## config.mk

```make
export PLATFORM = sky130hd
export DESIGN_NAME = button_frame_decoder_top
export DESIGN_NICKNAME = d
export VERILOG_FILES = /design/src/bfd_pkg.sv /design/src/bfd_deframer.sv /design/src/bfd_poll.sv /design/src/button_frame_decoder_top.sv
export SDC_FILE = /design/constraint.sdc
export NUM_CORES = 1
export LEC_CHECK = 0
export BUFFER_PORTS_ARGS = -buffer_cell sky130_fd_sc_hd__buf_4
export CAP_MARGIN = 20
export CORE_MARGIN = 4
export CORE_UTILIZATION = 50
export CTS_BUF_LIST = sky130_fd_sc_hd__clkbuf_4 sky130_fd_sc_hd__clkbuf_8 sky130_fd_sc_hd__clkbuf_16
export DETAILED_ROUTE_END_ITERATION = 6
export MAX_ROUTING_LAYER = met4
export PLACE_DENSITY_LB_ADDON = 0.05
export SYNTH_ARGS = -nofsm -noshare
export SYNTH_HDL_FRONTEND = slang
export SYNTH_SLANG_ARGS = --single-unit
```

## constraint.sdc

```tcl
create_clock -name clk -period 2.81 [get_ports clk]
set_input_delay 0.281 -clock clk [delete_from_list [all_inputs] [get_ports clk]]
set_output_delay 0.281 -clock clk [all_outputs]
set_load 0.02 [all_outputs]
```

## src/bfd_pkg.sv

```systemverilog
// Shared types and constants for the button frame decoder.
`timescale 1ns / 1ps

package bfd_pkg;

    // Sync byte that opens every frame.
    localparam logic [7:0] SYNC_BYTE = 8'hAA;

    // Width of each button field on the result channel.
    localparam int FIELD_W = 14;

    // Width of the raw mask carried by a frame (low byte plus high byte).
    localparam int FRAME_MASK_W = 16;

    // Width of the packed result data, padded to whole bytes.
    localparam int OUT_DATA_W = 48;

    // Request kinds carried in tuser.
    localparam logic KIND_BYTE = 1'b0;
    localparam logic KIND_POLL = 1'b1;

    // Deframer phases.
    typedef enum logic [1:0] {
        PH_SYNC  = 2'd0,
        PH_LOW   = 2'd1,
        PH_HIGH  = 2'd2,
        PH_CHECK = 2'd3
    } frame_phase_t;

    // One result of a poll.
    typedef struct packed {
        logic [FIELD_W-1:0] released;
        logic [FIELD_W-1:0] pressed;
        logic               valid_res;
        logic [FIELD_W-1:0] mask;
    } poll_result_t;

endpackage

```

## src/bfd_deframer.sv

```systemverilog
// Byte deframer that loads the button mask from frames with a good checksum.
`timescale 1ns / 1ps

module bfd_deframer
    import bfd_pkg::*;
#(
    parameter int BUTTON_COUNT = 14
) (
    input  logic                    clk,
    input  logic                    rst_n,
    input  logic                    byte_strobe,
    input  logic [7:0]              rx_byte,
    output logic [BUTTON_COUNT-1:0] current_mask,
    output logic                    frame_seen
);

    frame_phase_t              phase_reg, phase_next;
    logic [7:0]                low_reg, low_next;
    logic [7:0]                high_reg, high_next;
    logic [BUTTON_COUNT-1:0]   mask_reg, mask_next;
    logic                      seen_reg, seen_next;
    logic [FRAME_MASK_W-1:0]   frame_mask;

    assign frame_mask = {high_reg, low_reg};

    // State registers of the deframer.
    always_ff @(posedge clk or negedge rst_n)
    begin
        if (!rst_n)
        begin
            phase_reg <= PH_SYNC;
            low_reg   <= '0;
            high_reg  <= '0;
            mask_reg  <= '0;
            seen_reg  <= 1'b0;
        end
        else
        begin
            phase_reg <= phase_next;
            low_reg   <= low_next;
            high_reg  <= high_next;
            mask_reg  <= mask_next;
            seen_reg  <= seen_next;
        end
    end

    // Next phase and frame contents for each received byte.
    always_comb
    begin
        phase_next = phase_reg;
        low_next   = low_reg;
        high_next  = high_reg;
        mask_next  = mask_reg;
        seen_next  = seen_reg;
        if (byte_strobe)
        begin
            case (phase_reg)
                PH_SYNC:
                begin
                    if (rx_byte == SYNC_BYTE)
                    begin
                        phase_next = PH_LOW;
                    end
                end
                PH_LOW:
                begin
                    low_next   = rx_byte;
                    phase_next = PH_HIGH;
                end
                PH_HIGH:
                begin
                    high_next  = rx_byte;
                    phase_next = PH_CHECK;
                end
                PH_CHECK:
                begin
                    // A bad checksum drops the frame and the deframer resyncs.
                    if (rx_byte == (SYNC_BYTE ^ low_reg ^ high_reg))
                    begin
                        mask_next = frame_mask[BUTTON_COUNT-1:0];
                        seen_next = 1'b1;
                    end
                    phase_next = PH_SYNC;
                end
                default:
                begin
                    phase_next = PH_SYNC;
                end
            endcase
        end
    end

    assign current_mask = mask_reg;
    assign frame_seen   = seen_reg;

endmodule

```

## src/bfd_poll.sv

```systemverilog
// Poll unit that reports the mask and the changes since the previous poll.
`timescale 1ns / 1ps

module bfd_poll
    import bfd_pkg::*;
#(
    parameter int BUTTON_COUNT = 14
) (
    input  logic                    clk,
    input  logic                    rst_n,
    input  logic                    poll_strobe,
    input  logic [BUTTON_COUNT-1:0] current_mask,
    input  logic                    frame_seen,
    output poll_result_t            result
);

    logic [BUTTON_COUNT-1:0] polled_reg;
    logic                    seen_poll_reg;
    logic [BUTTON_COUNT-1:0] pressed_full;
    logic [BUTTON_COUNT-1:0] released_full;
    logic [FRAME_MASK_W-1:0] mask_wide;
    logic [FRAME_MASK_W-1:0] pressed_wide;
    logic [FRAME_MASK_W-1:0] released_wide;

    // Mask at the previous poll, and whether a poll has happened at all.
    always_ff @(posedge clk or negedge rst_n)
    begin
        if (!rst_n)
        begin
            polled_reg    <= '0;
            seen_poll_reg <= 1'b0;
        end
        else if (poll_strobe)
        begin
            polled_reg    <= current_mask;
            seen_poll_reg <= 1'b1;
        end
    end

    // Edges against the previous poll; the first poll reports no changes.
    always_comb
    begin
        if (seen_poll_reg)
        begin
            pressed_full  = current_mask & ~polled_reg;
            released_full = polled_reg & ~current_mask;
        end
        else
        begin
            pressed_full  = '0;
            released_full = '0;
        end
    end

    // Widen to the frame mask width, then cut to the field width.
    assign mask_wide     = FRAME_MASK_W'(current_mask);
    assign pressed_wide  = FRAME_MASK_W'(pressed_full);
    assign released_wide = FRAME_MASK_W'(released_full);

    assign result.mask      = mask_wide[FIELD_W-1:0];
    assign result.valid_res = frame_seen;
    assign result.pressed   = pressed_wide[FIELD_W-1:0];
    assign result.released  = released_wide[FIELD_W-1:0];

endmodule

```

## src/button_frame_decoder_top.sv

```systemverilog
// Top level of the button frame decoder with input and result registers.
`timescale 1ns / 1ps

// Button frame decoder.
// The slave channel takes one request per cycle: tuser is the kind
// (0 = received serial byte in tdata, 1 = poll for the button state).
// Bytes run the deframer (sync 0xAA, low byte, high byte, XOR checksum)
// and give no result. Each poll gives one result on the master channel:
// current mask, valid flag, and the buttons pressed and released since
// the previous poll (both zero on the first poll after reset).
// A request is held in the input register and a poll is decoded on its
// way to the result register. One request is taken every cycle; the limit
// is the single result register, which a poll can only enter once the
// previous result has been taken or is being taken.
// When the receiver stalls, bytes keep flowing through the deframer; a
// poll waits in the input register and the slave side stalls behind it.
// Reset clears the deframer to wait for sync, clears the mask, the valid
// flag and the poll history, and empties both registers.
module button_frame_decoder_top
    import bfd_pkg::*;
#(
    parameter int BUTTON_COUNT = 14
) (
    input  logic                  clk,
    input  logic                  rst_n,
    input  logic                  s_axis_tvalid,
    output logic                  s_axis_tready,
    input  logic [7:0]            s_axis_tdata,   // rx_byte[7:0]
    input  logic                  s_axis_tuser,   // func[0]
    output logic                  m_axis_tvalid,
    input  logic                  m_axis_tready,
    output logic [OUT_DATA_W-1:0] m_axis_tdata    // mask[13:0], valid_res[14],
                                                  // pressed[28:15], released[42:29],
                                                  // zero pad[47:43]
);

    logic                    in_valid_reg;
    logic                    in_kind_reg;
    logic [7:0]              in_byte_reg;
    logic                    out_valid_reg;
    poll_result_t            out_data_reg;
    logic                    out_free;
    logic                    advance;
    logic                    byte_strobe;
    logic                    poll_strobe;
    logic [BUTTON_COUNT-1:0] current_mask;
    logic                    frame_seen;
    poll_result_t            poll_result;

    // Handshake between the input register and the result register.
    assign out_free      = !out_valid_reg || m_axis_tready;
    assign advance       = in_valid_reg && ((in_kind_reg == KIND_BYTE) || out_free);
    assign byte_strobe   = advance && (in_kind_reg == KIND_BYTE);
    assign poll_strobe   = advance && (in_kind_reg == KIND_POLL);
    assign s_axis_tready = !in_valid_reg || advance;

    // Input register.
    always_ff @(posedge clk or negedge rst_n)
    begin
        if (!rst_n)
        begin
            in_valid_reg <= 1'b0;
        end
        else if (s_axis_tready)
        begin
            in_valid_reg <= s_axis_tvalid;
        end
    end

    always_ff @(posedge clk)
    begin
        if (s_axis_tready && s_axis_tvalid)
        begin
            in_kind_reg <= s_axis_tuser;
            in_byte_reg <= s_axis_tdata;
        end
    end

    bfd_deframer #(
        .BUTTON_COUNT (BUTTON_COUNT)
    ) u_deframer (
        .clk          (clk),
        .rst_n        (rst_n),
        .byte_strobe  (byte_strobe),
        .rx_byte      (in_byte_reg),
        .current_mask (current_mask),
        .frame_seen   (frame_seen)
    );

    bfd_poll #(
        .BUTTON_COUNT (BUTTON_COUNT)
    ) u_poll (
        .clk          (clk),
        .rst_n        (rst_n),
        .poll_strobe  (poll_strobe),
        .current_mask (current_mask),
        .frame_seen   (frame_seen),
        .result       (poll_result)
    );

    // Result register.
    always_ff @(posedge clk or negedge rst_n)
    begin
        if (!rst_n)
        begin
            out_valid_reg <= 1'b0;
        end
        else if (poll_strobe)
        begin
            out_valid_reg <= 1'b1;
        end
        else if (m_axis_tready)
        begin
            out_valid_reg <= 1'b0;
        end
    end

    always_ff @(posedge clk)
    begin
        if (poll_strobe)
        begin
            out_data_reg <= poll_result;
        end
    end

    assign m_axis_tvalid = out_valid_reg;
    assign m_axis_tdata  = OUT_DATA_W'(out_data_reg);

endmodule
```

[Word-level counts from Yosys, hierarchy flattened]
Index checks and enable logic that the tools add are counted.
Word-level totals
  output and inout port bits: 50
  bits of input ports: 13
  bits in registers: 102
  logic and storage cells: 47
Operators by class
  eq/ne operators: 6
  bitwise logic cells: 7
  reductions and logical operators: 15
  mux-type cells: 4
Operator list (count)
  AND 14 bit: 2
  inverter 14 bit: 2
  == test 8 bit: 1
  == test 8 bit, second input constant: 1
  one-hot mux 2 bit (4 select lines): 1
  XOR 8 bit: 1
  AND reduction 2 bit: 3
  == test 2 bit, second input constant: 2
  logical AND 1 bit: 4
  inverter 4 bit: 1
  logical OR 1 bit: 3
  AND reduction 3 bit: 1
  == test 2 x 1 -> 1 bit, second input constant: 1
  logical NOT 1 bit: 2
  logical NOT 2 bit: 1
  two-way mux 1 bit: 2
  two-way mux 2 bit: 1
  inequality test 2 x 1 -> 1 bit, second input constant: 1
  nonzero test 2 bit: 1
  inverter 1 bit: 1

[Depth between registers and ports, before layout]
  depth after elaboration: 6
  gate-level depth with buffers: 6

[Modules after synthesis]
Synthesis repeated with hierarchy kept, for this count alone.
Second synthesis, totals
  cell total of the unflattened synthesis: 241
  area, all modules: 4255.3 um^2
Modules (own cells, without submodules)
  button_frame_decoder_top: cells an instance 69, area each 1721.7 um^2, times used 1
  bfd_deframer: cells an instance 94, area each 1557.7 um^2, times used 1
  bfd_poll: cells an instance 78, area each 975.9 um^2, times used 1

[Worst setup path before layout]
Ideal clock, no wire load.
  path kind: register to register
  start: reg out_valid_reg, in the netlist m_axis_tvalid
  end: reg u_poll.polled_reg[10]
  required time: 2682 ps
  clock period less this slack: 2989 ps
  buffers on the path: 1
  path slack: -179 ps
  arrival time: 2861 ps
  cell stages (with the launch flop): 5
  path through: dfrtp_1 > nor2b_1 > nor2_1 > clkbuf_1 > mux2_2
On the way
  longest elaborated chain between the ends: 5
RTL lines
  start, declared: line button_frame_decoder_top.sv:40  | logic out_valid_reg;
  start signal, assigned: line button_frame_decoder_top.sv:106  | out_valid_reg <= 1'b0;
  start signal, assigned: line button_frame_decoder_top.sv:110  | out_valid_reg <= 1'b1;
  start signal, assigned: line button_frame_decoder_top.sv:114  | out_valid_reg <= 1'b0;
  logical NOT 1 bit: line button_frame_decoder_top.sv:51  | assign out_free = !out_valid_reg || m_axis_tready;
  logical OR 1 bit: line button_frame_decoder_top.sv:51
  logical OR 1 bit: line button_frame_decoder_top.sv:52  | assign advance = in_valid_reg && ((in_kind_reg == KIND_BYTE) || out_free);
  logical AND 1 bit: line button_frame_decoder_top.sv:52
  logical AND 1 bit: line button_frame_decoder_top.sv:54  | assign poll_strobe = advance && (in_kind_reg == KIND_POLL);
  via poll_strobe: line button_frame_decoder_top.sv:45  | logic poll_strobe;
  end signal, assigned: line bfd_poll.sv:35  | polled_reg <= current_mask;
  end, declared: line bfd_poll.sv:17  | logic [BUTTON_COUNT-1:0] polled_reg;
The timed path passes the listed nets, and every way through them passes these cells.
A chain may end at the register's enable or synchronous reset.

[Worst setup path in the final report]
  start: reg u_deframer.low_reg[7]
  end: reg u_deframer.mask_reg[1], in the netlist u_deframer.current_mask[1]
On the way
  longest elaborated chain between the ends: 4
RTL lines
  start, declared: line bfd_deframer.sv:18  | logic [7:0] low_reg, low_next;
  start signal, assigned: line bfd_deframer.sv:40  | low_reg <= low_next;
  inverter 4 bit (no source line)
  XOR 8 bit: line bfd_deframer.sv:78  | if (rx_byte == (SYNC_BYTE ^ low_reg ^ high_reg))
  == test 8 bit: line bfd_deframer.sv:78
  AND reduction 3 bit (no source line)
  end signal, assigned: line bfd_deframer.sv:42  | mask_reg <= mask_next;
  end, declared: line bfd_deframer.sv:20  | logic [BUTTON_COUNT-1:0] mask_reg, mask_next;
Every way passes these cells.

==> run_results.csv <==
group,metric,value,unit
logic_synthesis,synth-seq-area-share,69.3,%
global_routing,grt.overflow.total,0,
worst_setup_path,slowest_stage,"or4_4",
clock_network,numCtsBuffers,9,
layout,fill_cells,603,
die,die_w,98.1,um
routing,drt-total-wl,5770,um
die,pin_count,63,
worst_setup_path,cp-startpoint,"u_deframer.low_reg[7]$_DFFE_PN0P_",
logic_synthesis,syn_area,0.00406,mm^2
sta,relSlewSlack,45.0,%
worst_setup_path,crit_fanout,15,
sta,drv_slew,0,
layout,largest_register_ffs,43,
logic_synthesis,post-synth-top-count-cell,"edfxtp_1",
die,dieHeight,98.1,um
sta,fin_crit,2.38,ns
worst_setup_path,r2r_slack,0.43,ns
global_routing,grt_usage,13.2,%
global_routing,grt_pass1_wl,9660,um
routing,wl_per_cell,14.0,um
routing,vias,2002,
sta,fin_worst_skew,0.0144,ns
die,row_count,32,
layout,insertedDiodeCount,0,
sta,fin_setup_tns,0,ns
routing,drt_iter0_drc,66,
place,place_ws,0.441,ns
global_routing,antenna_found_initial,0,
sta,post-route-period-util,84.6,%
worst_setup_path,r2r-start,"u_deframer.low_reg[7]$_DFFE_PN0P_",
logic_synthesis,synth_top_area_share,38.4,%
clock_network,cts_sinks,102,
sta,final_hold_viol_count,0,
global_routing,grt_pass1_vias,1876,
logic_synthesis,synth_area_per_cell,16.9,um^2
routing,wl_met2,2740,um
die,core_area,0.00781,mm^2
min_path,worstHoldPathType,"input pin to flip-flop",
power,power_density,725,mW/mm^2
logic_synthesis,netlist_instances,240,
worst_setup_path,crit_chain,"xnor3_2 > or4_4 > nor4_4 > buf_4 > mux2_2",
worst_setup_path,critPathCapture,"u_deframer.current_mask[1]$_DFFE_PN0P_",
layout,drive_above_1_share,40.5,%
layout,post-route-util,61.5,%
worst_setup_path,cp.required,3.05,ns
place,dp_hpwl,3980,um
clock_network,tritoncts,"yes",
routing,met1_length,2670,um
logic_synthesis,synth_seq_cells,102,
clock_network,postCtsSetupRepairBufs,0,
sta,worst_pin_slew,0.825,ns
global_routing,grt_max_degree,51,
sta,max_clock_freq,0.421,GHz
job,maxCapViolations,0,
layout,multi_input_area,0.00120,mm^2
clock_network,cts_htree_levels,3,
clock_network,path_clk_slew,0.09,ns
worst_setup_path,crit_path_end_kind,"flip-flop",
logic_synthesis,synth_top_area_cell,"edfxtp_1",
power,leakage,2.18,nW
routing,first_pass_iters,4,
place,gp_congestion,0.722,
clock_network,clockBufferDepth,2,
routing,viasPerCell,4.85,
routing,drc,0,
logic_synthesis,yosys-top-cells-area,"edfxtp_1 38%, dfrtp_1 31%, mux2_2 10%, mux2_4 3.3%, and3b_1 3.0%",
logic_synthesis,yosys-top-cells-count,"52 x edfxtp_1, 50 x dfrtp_1, 36 x mux2_2",
layout,seqCellArea,0.00281,mm^2
die,dieArea,0.00963,mm^2
logic_synthesis,synth.distinct_cells,30,
die,initial_core_util,52.0,%
outcome,status,"finished, final reports clean",
sta,layout_setup_ws,0.432,ns
logic_synthesis,ys_async_sr_fraction,49.0,%
sta,rsz0062_at_grt,"false",
sta,finalSetupViolations,0,
routing,top_layer_used,"met4",
worst_setup_path,start_kind,"flip-flop",
worst_setup_path,max_stage_delay,0.55,ns
layout,nNetsFinal,324,
logic_synthesis,synth_ff_type,"edfxtp_1",
logic_synthesis,yosysWarnings,0,
clock_network,clk_latency,0.36,ns
worst_setup_path,r2r_cells,5,
power,peakVddDrop,0.400,mV
routing,wl_met3,319,um
routing,ant_nets,0,
logic_synthesis,synth-edff-count,52,
power,total_power,3.48,mW
worst_setup_path,reg2reg_to,"u_deframer.current_mask[1]$_DFFE_PN0P_",
layout,area_growth,18.2,%
worst_setup_path,cp.arrival,2.61,ns
clock_network,cts_root_buffer,"clkbuf_8",
place,io_buffers,57,
worst_setup_path,path_class,"flip-flop to flip-flop",
-- stage by stage --
stage | cell area (um^2) | hold WS, ns | std cells
global placement | 4590 | 0.353 | 396
global route | 4800 | 0.0729 | 413
floorplan | 4080 | -0.0146 | 244
detailed placement | 4590 | 0.356 | 396
CTS | 4800 | 0.0841 | 413
finish | 4800 | 0.0998 | 413
-- how the worst min path moves through the flow --
stage | cells past startpoint | start | slack (ns) | endpoint
floorplan | 0 | rst_n | -0.01 | in_valid_reg$_DFFE_PN0P_
global placement | 1 | rst_n | 0.35 | u_poll.polled_reg[12]$_DFFE_PN0P_
detailed placement | 1 | rst_n | 0.36 | u_poll.polled_reg[12]$_DFFE_PN0P_
CTS | 1 | s_axis_tuser | 0.08 | in_kind_reg$_DFFE_PP_
global route | 1 | s_axis_tuser | 0.07 | in_kind_reg$_DFFE_PP_
finish | 1 | s_axis_tdata[4] | 0.1 | in_byte_reg[4]$_DFFE_PP_
-- power breakdown --
| group | switching, mW | leakage [nW] | internal [mW] | total [mW] |
|---|---|---|---|---|
| clock network | 0.486 | 0.0948 | 0.415 | 0.900 |
| registers | 0.152 | 1.16 | 1.76 | 1.91 |
| logic | 0.250 | 0.926 | 0.416 | 0.666 |
-- kinds of logic (layout without fill, tap and decap cells) --
family,count (synthesis),after routing,share of synthesized area (%)
muxes,47,47,13.8
DFF,102,102,69.3
xor gates and xnor gates,9,9,4.04
other,1,5,0.0923
and+or+nand+nor,63,63,9.30
AOI/OAI and AO/OA,1,1,0.123
adders and majority gates,5,5,1.54
buffers and inverters,12,79,1.85
-- per-layer routing --
layer / track usage, % / up-vias
li1: - / 986
met1: 17.9 / 963
met2: 19.0 / 49
met3: 3.79 / 4
met4: 4.79 / 0
met5: - / -
-- placed cells by master (no fill, tap or decap), types with 9 or more instances in the layout --
| cell type | n |
|---|---|
| buf_4 | 60 |
| edfxtp_1 | 52 |
| dfrtp_1 | 50 |
| mux2_2 | 36 |
| nand2_1 | 19 |
| nor2_1 | 15 |
| and3b_1 | 14 |
| mux2_4 | 9 |
| clkbuf_8 | 9 |
-- critical path, delay by kind of cell (launching register included) --
| family | cells | cell delay (ns) |
|---|---|---|
| buffers and inverters | 1 | 0.30 |
| XOR/XNOR | 1 | 0.42 |
| flip-flops | 1 | 0.38 |
| multiplexers | 1 | 0.36 |
| AND/OR/NAND/NOR | 2 | 0.80 |
-- final cells by class --
cell class                      instances  share of cell area [%]
Timing Repair Buffer                   61                    9.59
Clock buffer                            9                    2.58
Clock inverter                          7                    1.54
Tap cell                              102                    2.66
Inverter                                2                   0.156
Sequential cell                       102                    58.6
Multi-Input combinational cell        130                    24.9
-- repair_timing --
action / in CTS / in global routing
hold buffers: 1 / 0
endpoints found under the hold margin: 50 / 0
endpoints found under the setup margin: 0 / 0
gates resized for setup: 0 / 0
No activity file was read; power rests on OpenSTA's default activity.
